`config.mk`:
```
export PLATFORM = sky130hd
export DESIGN_NAME = bpa_regs
export DESIGN_NICKNAME = d
export VERILOG_FILES = /design/src/rtl/bpa_pkg.sv /design/src/rtl/bpa_regs.sv
export SDC_FILE = /design/constraint.sdc
export NUM_CORES = 1
export LEC_CHECK = 0
export BUFFER_PORTS_ARGS = -buffer_cell sky130_fd_sc_hd__buf_2
export CAP_MARGIN = 30
export CORE_MARGIN = 2
export CORE_UTILIZATION = 40
export CTS_BUF_LIST = sky130_fd_sc_hd__clkbuf_2 sky130_fd_sc_hd__clkbuf_4 sky130_fd_sc_hd__clkbuf_8
export CTS_CLUSTER_SIZE = 30
export DETAILED_ROUTE_END_ITERATION = 12
export PLACE_DENSITY = 0.87
export SYNTH_ARGS = -nofsm -noshare
export SYNTH_HDL_FRONTEND = slang
export SYNTH_SLANG_ARGS = --single-unit
```
`constraint.sdc`:
```
create_clock -name i_clk -period 1.1 [get_ports i_clk]
set_input_delay 0.22 -clock i_clk [delete_from_list [all_inputs] [get_ports i_clk]]
set_output_delay 0.22 -clock i_clk [all_outputs]
set_load 0.05 [all_outputs]
```
`src/rtl/bpa_pkg.sv`:
```
package bpa_pkg;

    // fixed field widths
    localparam int PAGE_W  = 15;
    localparam int OFF_W   = 32;
    localparam int DATA_W  = 32;
    localparam int APB_AW  = 4;

    // register reset values
    localparam logic [PAGE_W-1:0] INIT_PAGES_RST = 15'd1024;
    localparam logic [PAGE_W-1:0] GROW_STEP_RST  = 15'd16;

    // result status codes
    typedef enum logic [2:0] {
        ST_OK         = 3'd0,
        ST_NOSPACE    = 3'd1,
        ST_MISALIGNED = 3'd2,
        ST_RANGE      = 3'd3,
        ST_NOTUSED    = 3'd4
    } t_status;

    // register indexes (word address)
    typedef enum logic [1:0] {
        REG_FIXED = 2'd0,
        REG_INIT  = 2'd1,
        REG_STEP  = 2'd2
    } t_reg_idx;

    // controller states
    typedef enum logic [3:0] {
        S_CLEAR,
        S_IDLE,
        S_SCAN_RD,
        S_SCAN_EV,
        S_GROW_RD,
        S_TAKE,
        S_FREE_RD,
        S_FREE_EV,
        S_DONE
    } t_state;

    // configuration seen by the datapath
    typedef struct packed {
        logic              fixed_mode;
        logic [PAGE_W-1:0] grow_step;
        logic [PAGE_W-1:0] init_new;
        logic              reinit;
    } t_cfg;

    // controller to datapath
    typedef struct packed {
        logic    clr_step;
        logic    scan_init;
        logic    scan_restart;
        logic    scan_next;
        logic    free_setup;
        logic    grow_apply;
        logic    rd_en;
        logic    take;
        logic    take_scan_bit;
        logic    release_pg;
        logic    set_res;
        t_status res_code;
        logic    out_load;
    } t_cmd;

    // datapath to controller
    typedef struct packed {
        logic clr_last;
        logic alloc_blocked;
        logic cur_in_pool;
        logic next_in_pool;
        logic byte_hit;
        logic restarted;
        logic free_nz;
        logic fixed_mode;
        logic grow_ok;
        logic misaligned;
        logic out_of_range;
        logic bit_used;
        logic can_load;
    } t_stat;

endpackage

```
`src/rtl/bpa_regs.sv`:
```
module bpa_regs (
    input  logic                          i_clk,
    input  logic                          i_rst_n,
    input  logic                          psel,
    input  logic                          penable,
    input  logic                          pwrite,
    input  logic [bpa_pkg::APB_AW-1:0]    paddr,
    input  logic [bpa_pkg::DATA_W-1:0]    pwdata,
    output logic [bpa_pkg::DATA_W-1:0]    prdata,
    output logic                          pready,
    output bpa_pkg::t_cfg                 o_cfg
);
    import bpa_pkg::*;

    logic              r_fixed;
    logic [PAGE_W-1:0] r_init;
    logic [PAGE_W-1:0] r_step;
    logic              w_wr;
    t_reg_idx          w_idx;

    assign pready = 1'b1;
    assign w_wr   = psel && penable && pwrite;
    assign w_idx  = t_reg_idx'(paddr[3:2]);

    // register writes
    always_ff @(posedge i_clk) begin
        if (!i_rst_n) begin
            r_fixed <= 1'b0;
            r_init  <= INIT_PAGES_RST;
            r_step  <= GROW_STEP_RST;
        end else if (w_wr) begin
            case (w_idx)
                REG_FIXED: r_fixed <= pwdata[0];
                REG_INIT:  r_init  <= pwdata[PAGE_W-1:0];
                REG_STEP:  r_step  <= pwdata[PAGE_W-1:0];
                default: ;
            endcase
        end
    end

    // read back
    always_comb begin
        case (w_idx)
            REG_FIXED: prdata = DATA_W'(r_fixed);
            REG_INIT:  prdata = DATA_W'(r_init);
            REG_STEP:  prdata = DATA_W'(r_step);
            default:   prdata = '0;
        endcase
    end

    // new page count goes straight to the pool on the write edge
    assign o_cfg.fixed_mode = r_fixed;
    assign o_cfg.grow_step  = r_step;
    assign o_cfg.init_new   = pwdata[PAGE_W-1:0];
    assign o_cfg.reinit     = w_wr && (w_idx == REG_INIT);

endmodule

```
After elaboration in Yosys (flattened, before gate mapping)
Index checks and enable logic that the tools add are counted.
W data, S select, Z words.
{"block": "totals", "wordCells": 13, "reg_bits": 31, "rom_bits": 0, "out_inout_bits": 65, "mem_bits_rw": 0, "latch_bits": 0, "inputBits": 41, "mem_count": 0}
{"block": "op_classes", "bitwise_logic": 0, "n_mux": 1, "n_div": 0, "n_shift": 0, "add_sub_neg": 0, "order_cmp": 0, "n_mul": 0, "n_reduce_logical": 7, "eq_ne": 2}
{"operator": "$pmux W15 S3", "n": 1}
{"operator": "$reduce_and A2 Y1", "n": 3}
{"operator": "$logic_and A1 B1 Y1", "n": 3}
{"operator": "$eq A2 B1 Y1 const B", "n": 1}
{"operator": "$eq A2 B2 Y1 const B", "n": 1}
{"operator": "$logic_not A2 Y1", "n": 1}

Depth between registers and ports, before layout
{"block": "depth", "ltp_word": 3, "depth_mapped": 6, "mapped_depth_nobuf": 3}

Worst setup path before layout
OpenSTA, ideal clock, no wires.
{"block": "synth_timing", "path_kind": "flip-flop to output port", "startpoint": "register r_fixed", "endpoint": "output prdata[0] (netlist bit)", "path_buffers": 0, "stages_incl_launch_ff": 3, "path_slack_ns": -0.589, "required_time_ns": 0.880, "arrival_ns": 1.469, "cell_sequence": "dfxtp_1 mux2i_1 o21ai_0"}
{"block": "synth_between", "elab_chain_cells": 1}
{"item": "start, declared", "line": "bpa_regs.sv:15", "source": "logic r_fixed;"}
{"item": "start signal, assigned", "line": "bpa_regs.sv:33", "source": "REG_FIXED: r_fixed <= pwdata[0];"}
{"item": "$pmux W15 S3", "line": "bpa_regs.sv:43", "source": "case (w_idx)"}
{"item": "end, declared", "line": "bpa_regs.sv:9", "source": "output logic [bpa_pkg::DATA_W-1:0] prdata,"}
No other way between the ends.

Worst setup path in the final report
{"block": "layout_timing", "startpoint": "input paddr[2] (netlist bit)", "endpoint": "output prdata[14] (netlist bit)"}
{"block": "layout_between", "elab_chain_cells": 2}
{"item": "start, declared", "line": "bpa_regs.sv:7", "source": "input logic [bpa_pkg::APB_AW-1:0] paddr,"}
{"item": "$eq A2 B2 Y1 (tied with other cells)", "line": "bpa_regs.sv:43"}
{"item": "$pmux W15 S3 (*)", "line": "bpa_regs.sv:43"}
Every way passes the cells marked *; elsewhere a longest branch is shown, timed or not.

==> impl_metrics.ini <==
[outcome]
status = finished, violations left
violations = setup timing

[logic_synthesis]
yosys_register_bits = 31
synth_top_area_frac = 0.372
synthDistinctLibCells = 21
yosys.area.top_type = dfxtp_1
synth_warnings = 0
ys_top_cells_by_area = dfxtp_1, mux2i_1, buf_4, nand2_1, a22o_1
yosysSeqAreaShare = 0.372
synth_area_mm2 = 0.00167
syn-instance-count = 182
syn_avg_cell_area_um2 = 9.18

[power]
p_per_area_mw_per_mm2 = 1050
power_mw = 2.63
pwr-share-comb = 0.247
power.leakage_nw = 1.18
power.switching_uw = 841
seq_power_share = 0.439
irDropWorstVdd_v = 0.000639
p_int_mw = 1.79
clkPwrFrac = 0.314
p_sw_frac = 0.320

[clocking]
clk_pin_slew_ns = 0.06
cts_buffers = 5
clk_latency_ns = 0.28
root_buffer = clkbuf_8
clock_path_buffers = 2
ctsHoldBuffers = 0
htreeDepth = 2
cts.sinks = 31
tritoncts = done

[route]
vias = 1395
drc = 0
wire_per_inst_um = 13.8
final_antenna_net_count = 0
drtIter0Drc = 66
firstDrtPassIters = 4
wl_um = 4100
vias_per_cell = 4.71

[worst_setup_path]
reg2reg_slack_ns = 0.45
crit_end = prdata[14]
start_kind = primary input
crit_path_top_delay_cell = a22o_4
path_cells = buf_8, nor2b_4, buf_16, a22o_4, buf_8
cpPeakStageDelay_ns = 0.25
crit_fanout = 5
setup.worst_path.end_class = output pin
required_ns = 0.88
cp.buffers_inverters = 3
cp_common_cell = buf_8
rr_worst_depth = 2
regToRegEndpoint = r_fixed
crit_arrival_ns = 1.01
r2r_start = r_fixed
startpoint = paddr[2]
worst_path_dominant_cell_family = buffers and inverters
worst-path-stages = 5
path_class = primary input to output pin

[timing]
setup_tns_ns = -1.90
rsz0062_at_grt = true
final-hold-violation-count = 0
clock.fmax_mhz = 810
whs_ns = 0.205
period_needed_ns = 1.23
maxSlewViolCount = 0
setup_viol = 16
timing.final.crit_share = 1.12
fin_skew_ns = 0
setup_ws_ns = -0.135

[final_layout]
diodes = 0
fin_util = 0.627
layout.area.seq_um2 = 658
layout-drive-gt1-share = 0.589
area_growth_pct = 50.1
n_fill_cell = 350
num-nets-final = 288
multi_input_area_um2 = 883
finish.instance_area_mm2 = 0.00251

[grt]
grt_use_total = 0.187
grt_pass1_wl_um = 6450
grt.overflow.total = 0
grt_max_degree = 23
antenna_found_initial = 0
grt_pass1_vias = 1349

[placed_design]
place_congestion = 0.753
hpwl_um = 2870
port_buffers = 68
place_area_mm2 = 0.00206

[floorplanning]
coreArea_mm2 = 0.00400
initial_core_util = 0.418
std_cell_rows = 23
die_area_mm2 = 0.00471
die_w_um = 68.6
die_h_um = 68.6
io_pins = 106

[flow_run]
drv_cap = 0

[hold_path]
hold_path_class = primary input to register
## worst min-delay path, stage by stage
cell	delay (ns)
buf_2	0.11
nand2_1	0.05
mux2i_1	0.05
## per-stage QoR
stage	setup slack, ns	instances
floorplan	-0.110	198
global placement	-0.229	286
detailed placement	-0.238	286
CTS	-0.140	296
global route	-0.183	296
finish	-0.135	296
## state kept, by name, indices dropped and copies added (netlist names)
name     flops
r_fixed      1
r_init      15
r_step      15
## layout by cell type (no fill, tap or decap), types with 2 or more instances in the layout
master    synthesis  routed
nand2_1          44      43
buf_2             4      34
dfxtp_2           0      30
mux2i_1          29      29
buf_4            34      25
conb_1            2      18
buf_8             1      16
a22o_4            0      14
buf_6             2       7
clkbuf_8          0       5
buf_12            2       4
nand3_1           3       3
nor2b_4           0       2
and2_4            2       2
inv_1             2       2
o211ai_1          2       2
clkbuf_4          0       2
buf_16            0       2
## cells by family after synthesis
kind of cell,count (synthesis),synth area share
and+or+nand+nor,52,0.130
buffers and inverters,49,0.225
DFF,31,0.372
muxes,29,0.174
AOI/OAI and AO/OA,19,0.0959
other,2,0.00450
## worst min path at each step
stage,cells past startpoint,start,endpoint
global placement,2,r_init[11],r_init[11]
finish,3,pwdata[10],r_step[10]
CTS,3,pwdata[10],r_step[10]
detailed placement,2,r_init[9],r_init[9]
floorplan,1,paddr[2],r_fixed
global route,3,pwdata[12],r_init[12]
## area by class of cell
class | count | share of cell area
inverter | 2 | 0.00299
multi-input combinational | 118 | 0.352
clock buffer | 6 | 0.0304
tap | 50 | 0.0250
sequential | 31 | 0.262
timing repair buffer | 89 | 0.327
## metal layers
| metal | wire length (um) | part of all wire | track usage |
|---|---|---|---|
| met1 | 1560 | 0.38 | 0.212 |
| met5 | 0 | 0 | 0 |
| met2 | 2200 | 0.54 | 0.331 |
| met4 | 76 | 0.019 | 0.0675 |
| met3 | 268 | 0.065 | 0.0552 |
## timing repair
item / 4_1_cts / 5_1_grt
resized for setup: 91 / 8
setup buffers: 2 / 0
cloned: 2 / 0
setup endpoints to repair: 29 / 22
pin swaps: 9 / 1
## cells in the mapped netlist
master    count
nand2_1      44
buf_4        34
buf_2         4
a22o_1       14
nor2b_1       2
inv_1         2
buf_1         1
o211ai_1      2
nand3_1       3
o311ai_0      1
clkbuf_1      3
and2_4        2
o21ai_0       1
buf_8         1
buf_12        2
o41ai_1       1
dfxtp_1      31
conb_1        2
buf_6         2
mux2i_1      29
and3_1        1
## power by group through the flow
stage / logic [mW] / clock network, mW / registers (mW)
floorplan: 0.497 / 0 / 1.20
global placement: 0.568 / 0 / 1.17
detailed placement: 0.573 / 0 / 1.18
CTS: 0.647 / 0.838 / 1.15
global route: 0.681 / 0.898 / 1.16
finish: 0.649 / 0.826 / 1.15
Power figures use the tool's default switching activity.
