<file path="config.mk">
export PLATFORM = sky130hd
export DESIGN_NAME = bpa_ctrl
export DESIGN_NICKNAME = d
export VERILOG_FILES = /design/src/rtl/bpa_pkg.sv /design/src/rtl/bpa_ctrl.sv
export SDC_FILE = /design/constraint.sdc
export NUM_CORES = 1
export LEC_CHECK = 0
export ABC_AREA = 1
export BUFFER_PORTS_ARGS = -buffer_cell sky130_fd_sc_hd__buf_2
export CAP_MARGIN = 20
export CORE_MARGIN = 1
export CORE_UTILIZATION = 38
export CTS_CLUSTER_DIAMETER = 150
export CTS_CLUSTER_SIZE = 40
export DETAILED_ROUTE_END_ITERATION = 6
export PLACE_DENSITY = 0.74
export RECOVER_POWER = 25
export SKIP_CTS_REPAIR_TIMING = 1
export SLEW_MARGIN = 20
export SYNTH_ARGS = -nofsm -noshare
export SYNTH_HDL_FRONTEND = slang
export SYNTH_SLANG_ARGS = --single-unit
</file>
<file path="constraint.sdc">
create_clock -name i_clk -period 1.54 [get_ports i_clk]
set_clock_uncertainty 0.2 [all_clocks]
set_input_delay 0.308 -clock i_clk [delete_from_list [all_inputs] [get_ports i_clk]]
set_output_delay 0.308 -clock i_clk [all_outputs]
set_load 0.02 [all_outputs]
</file>
<file path="src/rtl/bpa_pkg.sv">
package bpa_pkg;

    // fixed field widths
    localparam int PAGE_W  = 15;
    localparam int OFF_W   = 32;
    localparam int DATA_W  = 32;
    localparam int APB_AW  = 4;

    // register reset values
    localparam logic [PAGE_W-1:0] INIT_PAGES_RST = 15'd1024;
    localparam logic [PAGE_W-1:0] GROW_STEP_RST  = 15'd16;

    // result status codes
    typedef enum logic [2:0] {
        ST_OK         = 3'd0,
        ST_NOSPACE    = 3'd1,
        ST_MISALIGNED = 3'd2,
        ST_RANGE      = 3'd3,
        ST_NOTUSED    = 3'd4
    } t_status;

    // register indexes (word address)
    typedef enum logic [1:0] {
        REG_FIXED = 2'd0,
        REG_INIT  = 2'd1,
        REG_STEP  = 2'd2
    } t_reg_idx;

    // controller states
    typedef enum logic [3:0] {
        S_CLEAR,
        S_IDLE,
        S_SCAN_RD,
        S_SCAN_EV,
        S_GROW_RD,
        S_TAKE,
        S_FREE_RD,
        S_FREE_EV,
        S_DONE
    } t_state;

    // configuration seen by the datapath
    typedef struct packed {
        logic              fixed_mode;
        logic [PAGE_W-1:0] grow_step;
        logic [PAGE_W-1:0] init_new;
        logic              reinit;
    } t_cfg;

    // controller to datapath
    typedef struct packed {
        logic    clr_step;
        logic    scan_init;
        logic    scan_restart;
        logic    scan_next;
        logic    free_setup;
        logic    grow_apply;
        logic    rd_en;
        logic    take;
        logic    take_scan_bit;
        logic    release_pg;
        logic    set_res;
        t_status res_code;
        logic    out_load;
    } t_cmd;

    // datapath to controller
    typedef struct packed {
        logic clr_last;
        logic alloc_blocked;
        logic cur_in_pool;
        logic next_in_pool;
        logic byte_hit;
        logic restarted;
        logic free_nz;
        logic fixed_mode;
        logic grow_ok;
        logic misaligned;
        logic out_of_range;
        logic bit_used;
        logic can_load;
    } t_stat;

endpackage

</file>
<file path="src/rtl/bpa_ctrl.sv">
module bpa_ctrl (
    input  logic           i_clk,
    input  logic           i_rst_n,
    input  logic           i_req_valid,
    input  logic           i_req_func,
    input  logic           i_reinit,
    input  bpa_pkg::t_stat i_st,
    output logic           o_req_ready,
    output bpa_pkg::t_cmd  o_cmd
);
    import bpa_pkg::*;

    t_state r_state;
    t_state n_state;
    t_cmd   w_end_cmd;
    t_state w_end_state;
    logic   w_restarted;

    // state register
    always_ff @(posedge i_clk) begin
        if (!i_rst_n) begin
            r_state <= S_CLEAR;
        end else begin
            r_state <= n_state;
        end
    end

    // what to do when a scan runs off the end of the pool
    assign w_restarted = (r_state == S_IDLE) ? 1'b0 : i_st.restarted;

    always_comb begin
        w_end_cmd   = '0;
        w_end_state = S_DONE;
        if (!w_restarted && i_st.free_nz) begin
            w_end_cmd.scan_restart = 1'b1;
            w_end_state            = S_SCAN_RD;
        end else if (i_st.free_nz || i_st.fixed_mode || !i_st.grow_ok) begin
            w_end_cmd.set_res  = 1'b1;
            w_end_cmd.res_code = ST_NOSPACE;
        end else begin
            w_end_cmd.grow_apply = 1'b1;
            w_end_state          = S_GROW_RD;
        end
    end

    // next state and commands
    always_comb begin
        n_state     = r_state;
        o_cmd       = '0;
        o_req_ready = (r_state == S_IDLE) && !i_reinit;
        case (r_state)
            S_CLEAR: begin
                o_cmd.clr_step = 1'b1;
                if (i_st.clr_last) begin
                    n_state = S_IDLE;
                end
            end
            S_IDLE: begin
                if (i_req_valid && !i_reinit) begin
                    if (!i_req_func) begin
                        if (i_st.alloc_blocked) begin
                            o_cmd.set_res  = 1'b1;
                            o_cmd.res_code = ST_NOSPACE;
                            n_state        = S_DONE;
                        end else if (i_st.cur_in_pool) begin
                            o_cmd.scan_init = 1'b1;
                            n_state         = S_SCAN_RD;
                        end else begin
                            o_cmd           = w_end_cmd;
                            o_cmd.scan_init = 1'b1;
                            n_state         = w_end_state;
                        end
                    end else if (i_st.misaligned) begin
                        o_cmd.set_res  = 1'b1;
                        o_cmd.res_code = ST_MISALIGNED;
                        n_state        = S_DONE;
                    end else if (i_st.out_of_range) begin
                        o_cmd.set_res  = 1'b1;
                        o_cmd.res_code = ST_RANGE;
                        n_state        = S_DONE;
                    end else begin
                        o_cmd.free_setup = 1'b1;
                        n_state          = S_FREE_RD;
                    end
                end
            end
            S_SCAN_RD: begin
                o_cmd.rd_en = 1'b1;
                n_state     = S_SCAN_EV;
            end
            S_SCAN_EV: begin
                if (i_st.byte_hit) begin
                    o_cmd.take          = 1'b1;
                    o_cmd.take_scan_bit = 1'b1;
                    o_cmd.set_res       = 1'b1;
                    o_cmd.res_code      = ST_OK;
                    n_state             = S_DONE;
                end else if (i_st.next_in_pool) begin
                    o_cmd.scan_next = 1'b1;
                    n_state         = S_SCAN_RD;
                end else begin
                    o_cmd   = w_end_cmd;
                    n_state = w_end_state;
                end
            end
            S_GROW_RD: begin
                o_cmd.rd_en = 1'b1;
                n_state     = S_TAKE;
            end
            S_TAKE: begin
                o_cmd.take     = 1'b1;
                o_cmd.set_res  = 1'b1;
                o_cmd.res_code = ST_OK;
                n_state        = S_DONE;
            end
            S_FREE_RD: begin
                o_cmd.rd_en = 1'b1;
                n_state     = S_FREE_EV;
            end
            S_FREE_EV: begin
                o_cmd.set_res = 1'b1;
                if (i_st.bit_used) begin
                    o_cmd.release_pg = 1'b1;
                    o_cmd.res_code   = ST_OK;
                end else begin
                    o_cmd.res_code = ST_NOTUSED;
                end
                n_state = S_DONE;
            end
            S_DONE: begin
                if (i_st.can_load) begin
                    o_cmd.out_load = 1'b1;
                    n_state        = S_IDLE;
                end
            end
            default: n_state = S_IDLE;
        endcase
        // pool reinit always restarts the clearing pass
        if (i_reinit) begin
            n_state = S_CLEAR;
        end
    end

endmodule

</file>
* Word level (Yosys, flattened, before mapping)
Cells that the tools add are included.
** Operators by class
- Equal/unequal tests :: 11
- Mux-type cells :: 52
- Bitwise logic cells :: 1
- Reduce and logical (&&, ||, !) cells :: 13
** Operator list (count)
- $mux W4 :: 20
- $pmux W4 S8 :: 1
- $eq A4 B3 Y1 const B :: 4
- $pmux W4 S4 :: 1
- $mux W1 :: 15
- $mux W15 :: 1
- $pmux W1 S3 :: 5
- $mux W13 :: 1
- $mux W10 :: 1
- $mux W5 :: 2
- $pmux W5 S2 :: 1
- $mux W9 :: 1
- $eq A4 B2 Y1 const B :: 2
- $eq A4 B1 Y1 const B :: 1
- $eq A4 B4 Y1 const B :: 1
- $logic_not A4 Y1 :: 1
- $ne A2 B2 Y1 const B :: 2
- $reduce_or A2 Y1 :: 2
- $logic_and A1 B1 Y1 :: 3
- $logic_not A1 Y1 :: 3
- $mux W3 :: 1
- $reduce_and A3 Y1 :: 1
- $reduce_or A3 Y1 :: 1
- $logic_or A1 B1 Y1 :: 2
- 4 further kinds :: 4
** Storage, ports and cells
- Register bits after elaboration :: 4
- Bits of input ports :: 18

* Logic depth before layout (Yosys ltp)
Gate-level depths: netlist of the first run.
- Depth after elaboration :: 10
- Depth in mapped cells :: 12

* Worst setup path before layout of the first run
OpenSTA, ideal clock, no wires.
- Kind :: register to output
- Start point :: register r_state[0]
- End point :: output port o_cmd[12] (netlist bit)
- Arrival time :: 1.504 ns
- Data required time :: 1.032 ns
- Path slack :: -0.472 ns
- Cell stages (with the launch flop) :: 11
- Cell sequence :: dfxtp_1 inv_2 nor2_4 nand2_4 nor2_4 nand2_2 nor3_4 nand2_1 nand2_1 inv_2 nor2_2
** RTL lines
- start, declared :: RTL line bpa_ctrl.sv:13 : t_state r_state;
- start signal, assigned :: RTL line bpa_ctrl.sv:24 : r_state <= n_state;
- end, declared :: RTL line bpa_ctrl.sv:9 : output bpa_pkg::t_cmd o_cmd

==> impl_results.md, run 1 <==
* Final instance area at about 1300 sq um
* NumNets Final at about 190
* Worst Reg-to-Reg Cells at 10
* RePlAce Congestion at ~0.83
* Leak pwr at roughly 0.67 nW
* Largest net degree at the start of global routing at 5
* Post-synthesis mux area share at 0
* Die area at ~1700 sq um
* F_max at 435 MHz
* Via density per instance at 5.99
* Failing checks: setup timing
* Clock Root Buffer: clkbuf_4
* Post-Synth Adder-Cell Area at 0
* Met1 usage at 0.290
* Number of synthesis warnings at 0
* Clock transition at path regs at 0.05 ns
* CP Max Fanout at 4
* Setup TNS Final at -7.41 ns
* Mapped Nets at 114
* Initial antenna violation count at 0
* Port bufs at 33
* Hold_ws at 0.204 ns
* IO Pins at 34
* Antenna diodes at 0
* Post-Syn Area at 569 sq um
* Max Slew Vio Count at 0
* Hold Crit Endpoint: r_state[3]
* R2r setup slk at -0.13 ns
* Post-synthesis sequential area ratio at 0.141
* Number of library cell types mapped by synthesis at 23
* Hold Vio Cnt, Final at 0
* PwrDens at about 370 nW/um^2
* Place WS at -0.319 ns
* Final worst path period share at 1.49
* Core area at 1350 sq um
* Height of the die at 40.7 um
* FILL cells at 31
* Post-route setup slack at -0.757 ns
* Clock Sinks at 4
* Worst hold start: i_rst_n
* FP Rows at 13
* Final cell count without fillers at 184
* Met3 usage at 0.0598
* Post-synth top area cell: dfxtp_1
* Slew @ Worst Pin at 0.207 ns
* GRT Overall Usage at 0.258
* Slew headroom at 0.861
* Largest family of logic cells by synthesized area: simple AND/OR/NAND/NOR gates
* Starting Density at 0.422
* Number of global-route vias before repair at 739
* CTS tree: yes
* Hold path cells at 3
* Critical path required time at 1.03 ns
* Routed Antenna Nets at 0
* Area contributors post-synth: dfxtp_1 (14%), nand2_1 (12%), inv_1 (9.2%), nand2_2 (7.7%), nor2_1 (7.3%)
* Synth Register Bits at 4
* Commonest non-fill, non-tap cell in the layout: buf_4
* WL/cell at around 19 um
* Synth Area in Compound Gates at 0.0967
* Startpoint Class: flop
* Min Tclk post-route at 2.30 ns
* Vias at 1103
* Area delta synth->final at 126%
* GRT Max-Usage Layer: met2
* Final Core Density at 0.955
* Reg with most FFs: r_state
* Status: complete, but fails checks
* XOR/XNOR Fraction of Synth Area at 0
* Layout cells sized above 1 at 0.728
* Num CTS Buffers at 3
* Met2 GRT Util at 0.456
* Worst r2r src: r_state[0]
* R2r endpoint: r_state[0]
* Max cap viols at 0
* RSZ-0062 raised after global routing: true
* Die W at 40.7 um
* Max FFs per register at 4
* Design Power at 0.471 mW
* Dpl cells at 174
* DR pass1 iterations at 4
* Synth top area share at 0.141
* Routed WL at 3510 um
* Syn avg cell area at 5.93 sq um
* Largest regs: r_state x4
* Arrival @ worst endpoint at 1.79 ns
* Drt initial violations at 66
* Worst-Skew Late Latency at 0.26 ns
* Detail Placement HPWL at 1590 um
* Post-DP Area at 1020 sq um
* Crit end category: primary output
* Clock buffer depth at 2
* H-tree depth at 1
* Setup violators final at 20
* Peak VDD IR at 335 uV
* Residual DRC at 0
* Critical path class: flop to primary output
* Cells after Synth at 96
* Hold Crit Class: input pin to flop
* Most frequent cells in the layout: buf_4 (37), buf_2 (18), nand2_1 (14), buf_6 (14)
* Simple-gate portion of the synthesized area at 0.637
* First-pass GRT wire length at 2820 um
* Overflow after GRT at 0
-- synth_stat cells, drive strengths merged --
cell type,instances
nand3b,1
nor2,18
nand3,6
o22ai,1
nor3b,2
nor3,6
a31oi,1
dfxtp,4
a21oi,3
o21ai,4
nand4,3
nand2,28
inv,19
-- logic make-up after synthesis --
| family | after synthesis |
|---|---|
| compound gates | 9 |
| flops | 4 |
| simple gates | 64 |
| buf+inv | 19 |
-- critical path, cell delays in order, from the launching register on --
cell     delay [ns]
dfxtp_2        0.34
inv_2          0.06
nor2_4         0.12
nand2_4        0.10
nor2_4         0.12
nand2_4        0.08
nor3_4         0.16
nand2_1        0.12
nand2_1        0.13
inv_2          0.07
nor2_2         0.11
buf_6          0.13
-- worst max-delay path by stage --
stage               depth (start not counted)       start        end  slack, ns
floorplan                                  10  r_state[0]  o_cmd[12]      -0.44
global placement                           11  r_state[0]   o_cmd[9]      -0.25
detailed placement                         11  r_state[0]   o_cmd[9]      -0.32
CTS                                        11  r_state[0]   o_cmd[9]      -0.58
global route                               11  r_state[0]   o_cmd[9]      -0.80
finish                                     11  r_state[0]  o_cmd[12]      -0.76
-- power by group --
part	internal [mW]	leakage (nW)	switching, mW
registers	0.102	0.0349	0.00158
logic	0.0897	0.618	0.111
clock network	0.0988	0.0150	0.0676
total	0.291	0.668	0.180
-- cell type report --
type / instances / area (sq um) / share of cell area
tap: 15 / 18.8 / 0.0146
clock buffer: 4 / 26.3 / 0.0204
inverter: 19 / 76.3 / 0.0592
multi-input combinational: 73 / 552 / 0.428
timing repair buffer: 69 / 526 / 0.408
sequential: 4 / 90.1 / 0.0699
-- layer usage --
metal  part of all wire  wire (um)  up-vias
met5                  0          0        -
met4              0.063        221        0
met3               0.12        416       33
met2               0.48       1690      120
met1               0.34       1180      500
li1                   -          -      450
(Power assumes the default switching activity.)
==> run 2, diff against run 1 <==
--- a/config.mk
+++ b/config.mk
@@ -8,12 +8,12 @@
 export ABC_AREA = 1
 export BUFFER_PORTS_ARGS = -buffer_cell sky130_fd_sc_hd__buf_2
 export CAP_MARGIN = 20
-export CORE_MARGIN = 1
-export CORE_UTILIZATION = 38
+export CORE_AREA = 2 2 39 41
 export CTS_CLUSTER_DIAMETER = 150
 export CTS_CLUSTER_SIZE = 40
 export DETAILED_ROUTE_END_ITERATION = 6
-export PLACE_DENSITY = 0.74
+export DIE_AREA = 0 0 41 43
+export PLACE_DENSITY = 0.79
 export RECOVER_POWER = 25
 export SKIP_CTS_REPAIR_TIMING = 1
 export SLEW_MARGIN = 20
==> constraint.sdc (replaced) <==
create_clock -name i_clk -period 2.9 [get_ports i_clk]
set_clock_uncertainty 0.2 [all_clocks]
set_input_delay 0.58 -clock i_clk [delete_from_list [all_inputs] [get_ports i_clk]]
set_output_delay 0.58 -clock i_clk [all_outputs]
set_load 0.02 [all_outputs]
==> run 2 against run 1 <==
- the flow now finishes without violations
- utilization is 40 points lower
- total power is 61% lower
- combinational power is 72% lower
- first-iteration DRC count is 95% lower
- die area is 6.4% higher
- via count is 36% lower
- clock power is 57% lower
- non-clock buffer count is 36 lower
==> impl_results.md, run 2 (synthesis gave the netlist of run 1 again) <==
* Vias at 705 (-36%)
* Worst-Skew Late Latency at 0.24 ns (-0.02 ns)
* Layout cells sized above 1 at 0.439 (-0.288)
* Via density per instance at 4.76 (-21%)
* Min Tclk post-route at between 2 and 2.5 ns
* Max cap viols at 0 (unchanged)
* FP Rows at 14 (+1)
* Sw frac at 0.325 (-0.0570)
* Status: finished clean
* Sw Pwr at 0.0599 mW (-67%)
* Num CTS Buffers at 3 (unchanged)
* Largest regs: r_state x4
* Clock transition at path regs at 0.04 ns (about the same)
* Slew headroom at 0.816 (-0.0447)
* First-pass GRT wire length at 2250 um (-20%)
* Routed WL at 1300 um (-63%)
* CTS tree: yes
* H-tree depth at 1 (unchanged)
* Max Slew Vio Count at 0 (unchanged)
* Clk network pwr share at 0.385 (+0.032)
* Slew @ Worst Pin at 0.274 ns (+0.0671 ns)
* Clock Sinks at 4 (unchanged)
* Worst Reg-to-Reg Cells at 11 (+1)
* Overflow after GRT at 0 (unchanged)
* Drt initial violations at 3 (-95%)
* Peak VDD IR at 113 uV (-66%)
* Seq pwr share at 0.311 (+0.090)
* CP Max Fanout at 6 (+2)
* RePlAce Congestion at 0.766 (-8.0%)
* Final worst path period share at 0.856
* Largest net degree at the start of global routing at 7 (+2)
* Height of the die at 43 um (+5.6%)
* Commonest non-fill, non-tap cell in the layout: buf_2
* Initial antenna violation count at 0 (unchanged)
* Leak pwr at 0.426 nW (-36%)
* Startpoint Class: flop
* Crit end category: primary output
* Arrival @ worst endpoint at 1.70 ns (-0.09 ns)
* Design Power at 0.184 mW (-61%)
* IO Pins at 34 (unchanged)
* GRT Overall Usage at 0.183 (-0.0755)
* Routed Antenna Nets at 0 (unchanged)
* Post-route setup slack at 0.418 ns (+1.17 ns)
* Port bufs at 33 (unchanged)
* Die area at 1760 sq um (+6.4%)
* Starting Density at 0.411 (-0.0103)
* Critical path class: flop to primary output
* Max stage delay on crit path at 0.35 ns (about the same)
* F_max at 403 MHz
* Hold path cells at 2 (-1)
* Most frequent cells in the layout: buf_2 (32), nand2_1 (19), inv_1 (15), nor2_1 (12)
* Setup violators final at 0 (-100%)
* Area delta synth->final at 35.4%
* Logic pwr share at 0.303 (-0.123)
* Dpl cells at 145 (-17%)
* PwrDens at 239 nW/um^2 (-35%)
* Cell-internal power at 0.124 mW (-57%)
* FILL cells at 145 (+370%)
* Crit path top cell by count: nand2_1
* Antenna diodes at 0 (unchanged)
* Worst path slowest cell: dfxtp_1
* Die W at 41 um (+0.72%)
* Detail Placement HPWL at 1120 um (-30%)
* Residual DRC at 0 (unchanged)
* Max FFs per register at 4 (unchanged)
* Place WS at 0.550 ns (+0.868 ns)
* Number of global-route vias before repair at 618 (-16%)
* Setup TNS Final at 0 ns (+7.41 ns)
* RSZ-0062 raised after global routing: false
* Core area at 1380 sq um (+2.5%)
* NumNets Final at 152 (-19%)
* Reg with most FFs: r_state
* Hold Crit Class: flop to flop
* Critical path required time at 2.12 ns (+1.09 ns)
* Final cell count without fillers at 148 (-20%)
* CP cell instances: nor2_1 -> nand2_4 -> nor2_4 -> nand2_2 -> nor3_4 -> nand2_1 -> nand2_1 -> inv_2 -> nor2_2 -> buf_2
* WL/cell at 8.78 um (-54%)
* Clock Root Buffer: clkbuf_4
* Hold Vio Cnt, Final at 0 (unchanged)
* DR pass1 iterations at 4 (unchanged)
* Clock buffer depth at 2 (unchanged)
==> run 2: final cells by class <==
cell class	count	area, sq um	share of cell area
multi-input combinational	73	413	0.536
tap	16	20.0	0.0260
inverter	19	71.3	0.0925
sequential	4	80.1	0.104
clock buffer	3	22.5	0.0292
timing repair buffer	33	164	0.213
==> run 2: routing by layer <==
metal | global-route usage | vias to the layer above | share of wire
li1 | - | 381 | -
met1 | 0.219 | 302 | 0.42
met2 | 0.300 | 20 | 0.52
met3 | 0.0314 | 2 | 0.043
met4 | 0.0800 | 0 | 0.016
met5 | 0 | - | 0
==> run 2: critical path: cells and delay by family (launching register included) <==
family | cells | cell delay (ns)
buffers and inverters | 2 | 0.21
DFF | 1 | 0.35
and+or+nand+nor | 8 | 0.89
==> run 2: path summary, 6_finish.rpt <==
kind                   start          to  slack [ns]
setup / recovery  r_state[2]    o_cmd[9]        0.42
hold / removal    r_state[2]  r_state[2]        0.36
setup reg to reg  r_state[3]  r_state[3]        1.30
hold reg to reg   r_state[2]  r_state[2]        0.36
==> run 2: through the flow <==
stage          utilization  hold WS, ns  instance area [sq um]
4_1_cts              0.561        0.370                    777
6_report             0.557        0.357                    771
2_1_floorplan            -        0.332                    569
5_1_grt              0.557        0.400                    771
3_5_place_dp         0.545        0.364                    754
3_3_place_gp         0.545        0.363                    754
==> run 2: power groups by stage <==
stage                     registers [mW]  clock network [mW]  logic, mW
after floorplan                   0.0580                   0     0.0343
after global placement            0.0581                   0     0.0548
after detailed placement          0.0582                   0     0.0562
after CTS                         0.0573              0.0723     0.0563
after global routing              0.0574              0.0761     0.0625
final                             0.0573              0.0708     0.0558
==> run 3, diff against run 2 <==
--- a/config.mk
+++ b/config.mk
@@ -8,12 +8,12 @@
 export ABC_AREA = 1
 export BUFFER_PORTS_ARGS = -buffer_cell sky130_fd_sc_hd__buf_2
 export CAP_MARGIN = 20
-export CORE_AREA = 2 2 39 41
+export CORE_MARGIN = 1
+export CORE_UTILIZATION = 42
 export CTS_CLUSTER_DIAMETER = 150
 export CTS_CLUSTER_SIZE = 40
 export DETAILED_ROUTE_END_ITERATION = 6
-export DIE_AREA = 0 0 41 43
-export PLACE_DENSITY = 0.79
+export PLACE_DENSITY = 0.78
 export RECOVER_POWER = 25
 export SKIP_CTS_REPAIR_TIMING = 1
 export SLEW_MARGIN = 20
==> constraint.sdc (replaced) <==
create_clock -name i_clk -period 2.83 [get_ports i_clk]
set_clock_uncertainty 0.2 [all_clocks]
set_input_delay 0.566 -clock i_clk [delete_from_list [all_inputs] [get_ports i_clk]]
set_output_delay 0.566 -clock i_clk [all_outputs]
set_load 0.02 [all_outputs]
==> run 3 against run 2 <==
- wire length is 2.8% higher
- utilization increased by 8.8 points
- non-clock buffer count did not move
- sequential cell count is the same
- via count is 2.7% higher
- final area shrank 0.81%
- largest power group unchanged
- sequential power grew 2%
- first-iteration DRC count grew to 8.7 times the previous value
- combinational power increased by 3%
==> impl_results.md, run 3 (synthesis gave the netlist of run 1 again) <==
* Crit end category: primary output
* Hold_ws at 0.392 ns (+0.0350 ns)
* NumNets Final at 152 (unchanged)
* Critical path origin: r_state[3]
* Max FFs per register at 4 (unchanged)
* Setup violators final at 0 (unchanged)
* Num CTS Buffers at 3 (unchanged)
* Slew @ Worst Pin at 0.432 ns (+0.158 ns)
* Clock buffer depth at 2 (unchanged)
* CTS tree: yes
* Largest net degree at the start of global routing at 7 (unchanged)
* Core area at 1190 sq um (-14%)
* Critical path depth at 9 (-1)
* Commonest non-fill, non-tap cell in the layout: buf_2
* Reg with most FFs: r_state
* Bufs and invs on worst path at 4 (+2)
* Min Tclk post-route at about 2.5 ns
* Arrival @ worst endpoint at 1.69 ns (about the same)
* Max cap viols at 0 (unchanged)
* Drt initial violations at 26 (+23)
* FILL cells at 109 (-25%)
* Logic pwr share at 0.305 (+0.002)
* First-pass GRT wire length at 2070 um (-8.0%)
* Seq pwr share at 0.312 (about the same)
* Final cell count without fillers at 146 (-1.4%)
* H-tree depth at 1 (unchanged)
* Worst path slowest cell: dfxtp_1
* Height of the die at 38.8 um (-9.7%)
* Max Slew Vio Count at 0 (unchanged)
* Setup TNS Final at 0 ns (unchanged)
* Flip-flop and latch area at 80.1 sq um (unchanged)
* Worst r2r src: r_state[3]
* CP cell instances: nor2_4 -> nand2_4 -> inv_2 -> nand2_2 -> inv_2 -> nor3_1 -> nand2_2 -> inv_1 -> buf_2
* F_max at around 400 MHz
* Layout cells sized above 1 at 0.447 (+0.00758)
* Slew headroom at 0.710 (-0.106)
* Largest regs: r_state x4
* PwrDens at 246 nW/um^2 (+3.1%)
* Final instance area at 764 sq um (-0.81%)
* Startpoint Class: flop
* Residual DRC at 0 (unchanged)
* WL/cell at 9.15 um (+4.3%)
* Most frequent cells in the layout: buf_2 (32), nand2_1 (18), inv_1 (14), nor2_1 (11), nand2_2 (7)
* Cell-internal power at 0.127 mW (+2.3%)
* Starting Density at 0.480 (+0.0686)
* Post-DP Area at 752 sq um (-0.33%)
* Final Core Density at 0.645 (+0.0876)
* Critical path class: flop to primary output
* Crit path max-delay family: simple AND/OR/NAND/NOR gates
* Area delta synth->final at 34.3%
* Critical Path Sink: o_cmd[4]
* Footprint of the multi-input gates at 409 sq um (-0.91%)
* DR pass1 iterations at 4 (unchanged)
* RSZ-0062 raised after global routing: false
* FP Rows at 12 (-2)
* Status: finished clean
* Critical path required time at 2.06 ns (-0.06 ns)
* Final worst path period share at 0.869
* Dpl cells at 143 (-1.4%)
* CP Max Fanout at 6 (unchanged)
* R2r setup slk at 1.13 ns (-0.17 ns)
* Initial antenna violation count at 0 (unchanged)
* Number of global-route vias before repair at 553 (-11%)
* Leak pwr at 0.427 nW (+0.25%)
* RePlAce Congestion at 0.860 (+12%)
* Routed WL at 1340 um (+2.8%)
* Sw frac at 0.326 (about the same)
* Clock Root Buffer: clkbuf_4
* Clock transition at path regs at 0.04 ns (about the same)
* Routed Antenna Nets at 0 (unchanged)
* Hold Crit Class: flop to flop
* Clock Sinks at 4 (unchanged)
* Die area at 1510 sq um (-15%)
* Worst-Skew Late Latency at 0.23 ns (about the same)
* Peak VDD IR at 193 uV (+71%)
* Worst Reg-to-Reg Cells at 8 (-3)
* Hold Vio Cnt, Final at 0 (unchanged)
* Vias at 724 (+2.7%)
* Via density per instance at 4.96 (+4.1%)
* Clk network pwr share at 0.383 (-0.002)
* Antenna diodes at 0 (unchanged)
* GRT Overall Usage at 0.192 (+0.00897)
* Overflow after GRT at 0 (unchanged)
* Detail Placement HPWL at 1120 um (+0.55%)
* R2r endpoint: r_state[2]
* Sw Pwr at 0.0613 mW (+2.4%)
* Die W at 38.8 um (-5.3%)
* Max stage delay on crit path at 0.46 ns (+0.11 ns)
* Port bufs at 33 (unchanged)
* IO Pins at 34 (unchanged)
[run 3: cell type report]
| class | instances | area share |
|---|---|---|
| clock buffer | 3 | 0.0295 |
| inverter | 19 | 0.0933 |
| timing repair buffer | 33 | 0.214 |
| tap | 14 | 0.0229 |
| multi-input combinational | 73 | 0.535 |
| sequential | 4 | 0.105 |
[run 3: power groups by stage]
stage | clock [mW] | combinational (mW) | sequential [mW]
after floorplan | 0 | 0.0351 | 0.0595
after global placement | 0 | 0.0564 | 0.0597
after detailed placement | 0 | 0.0576 | 0.0597
after CTS | 0.0709 | 0.0581 | 0.0588
after global routing | 0.0731 | 0.0644 | 0.0588
final | 0.0720 | 0.0574 | 0.0587
[run 3: metal layers]
layer,routed length (um),vias up,track usage
li1,-,375,-
met5,0,-,0
met3,71,8,0
met2,674,31,0.363
met4,22,0,0.0517
met1,567,310,0.234
[run 3: worst min-delay path: cells and delay by family, from the launching register on]
kind / cells / cell delay (ns)
compound gates: 1 / 0.07
flops: 1 / 0.36
simple gates: 1 / 0.11
[run 3: how the worst min path moves through the flow]
| stage | startpoint | to | slack, ns | depth (start not counted) |
|---|---|---|---|---|
| floorplan | r_state[2] | r_state[2] | 0.33 | 2 |
| global placement | r_state[2] | r_state[2] | 0.36 | 2 |
| detailed placement | r_state[2] | r_state[2] | 0.37 | 2 |
| CTS | r_state[2] | r_state[2] | 0.37 | 2 |
| global route | r_state[2] | r_state[2] | 0.40 | 2 |
| finish | r_state[2] | r_state[2] | 0.39 | 2 |
[run 3: through the flow]
stage | power [mW] | worst slack [ns]
floorplan | 0.0946 | 0.560
global placement | 0.116 | 0.523
detailed placement | 0.117 | 0.539
CTS | 0.188 | 0.432
global route | 0.196 | 0.265
finish | 0.188 | 0.371
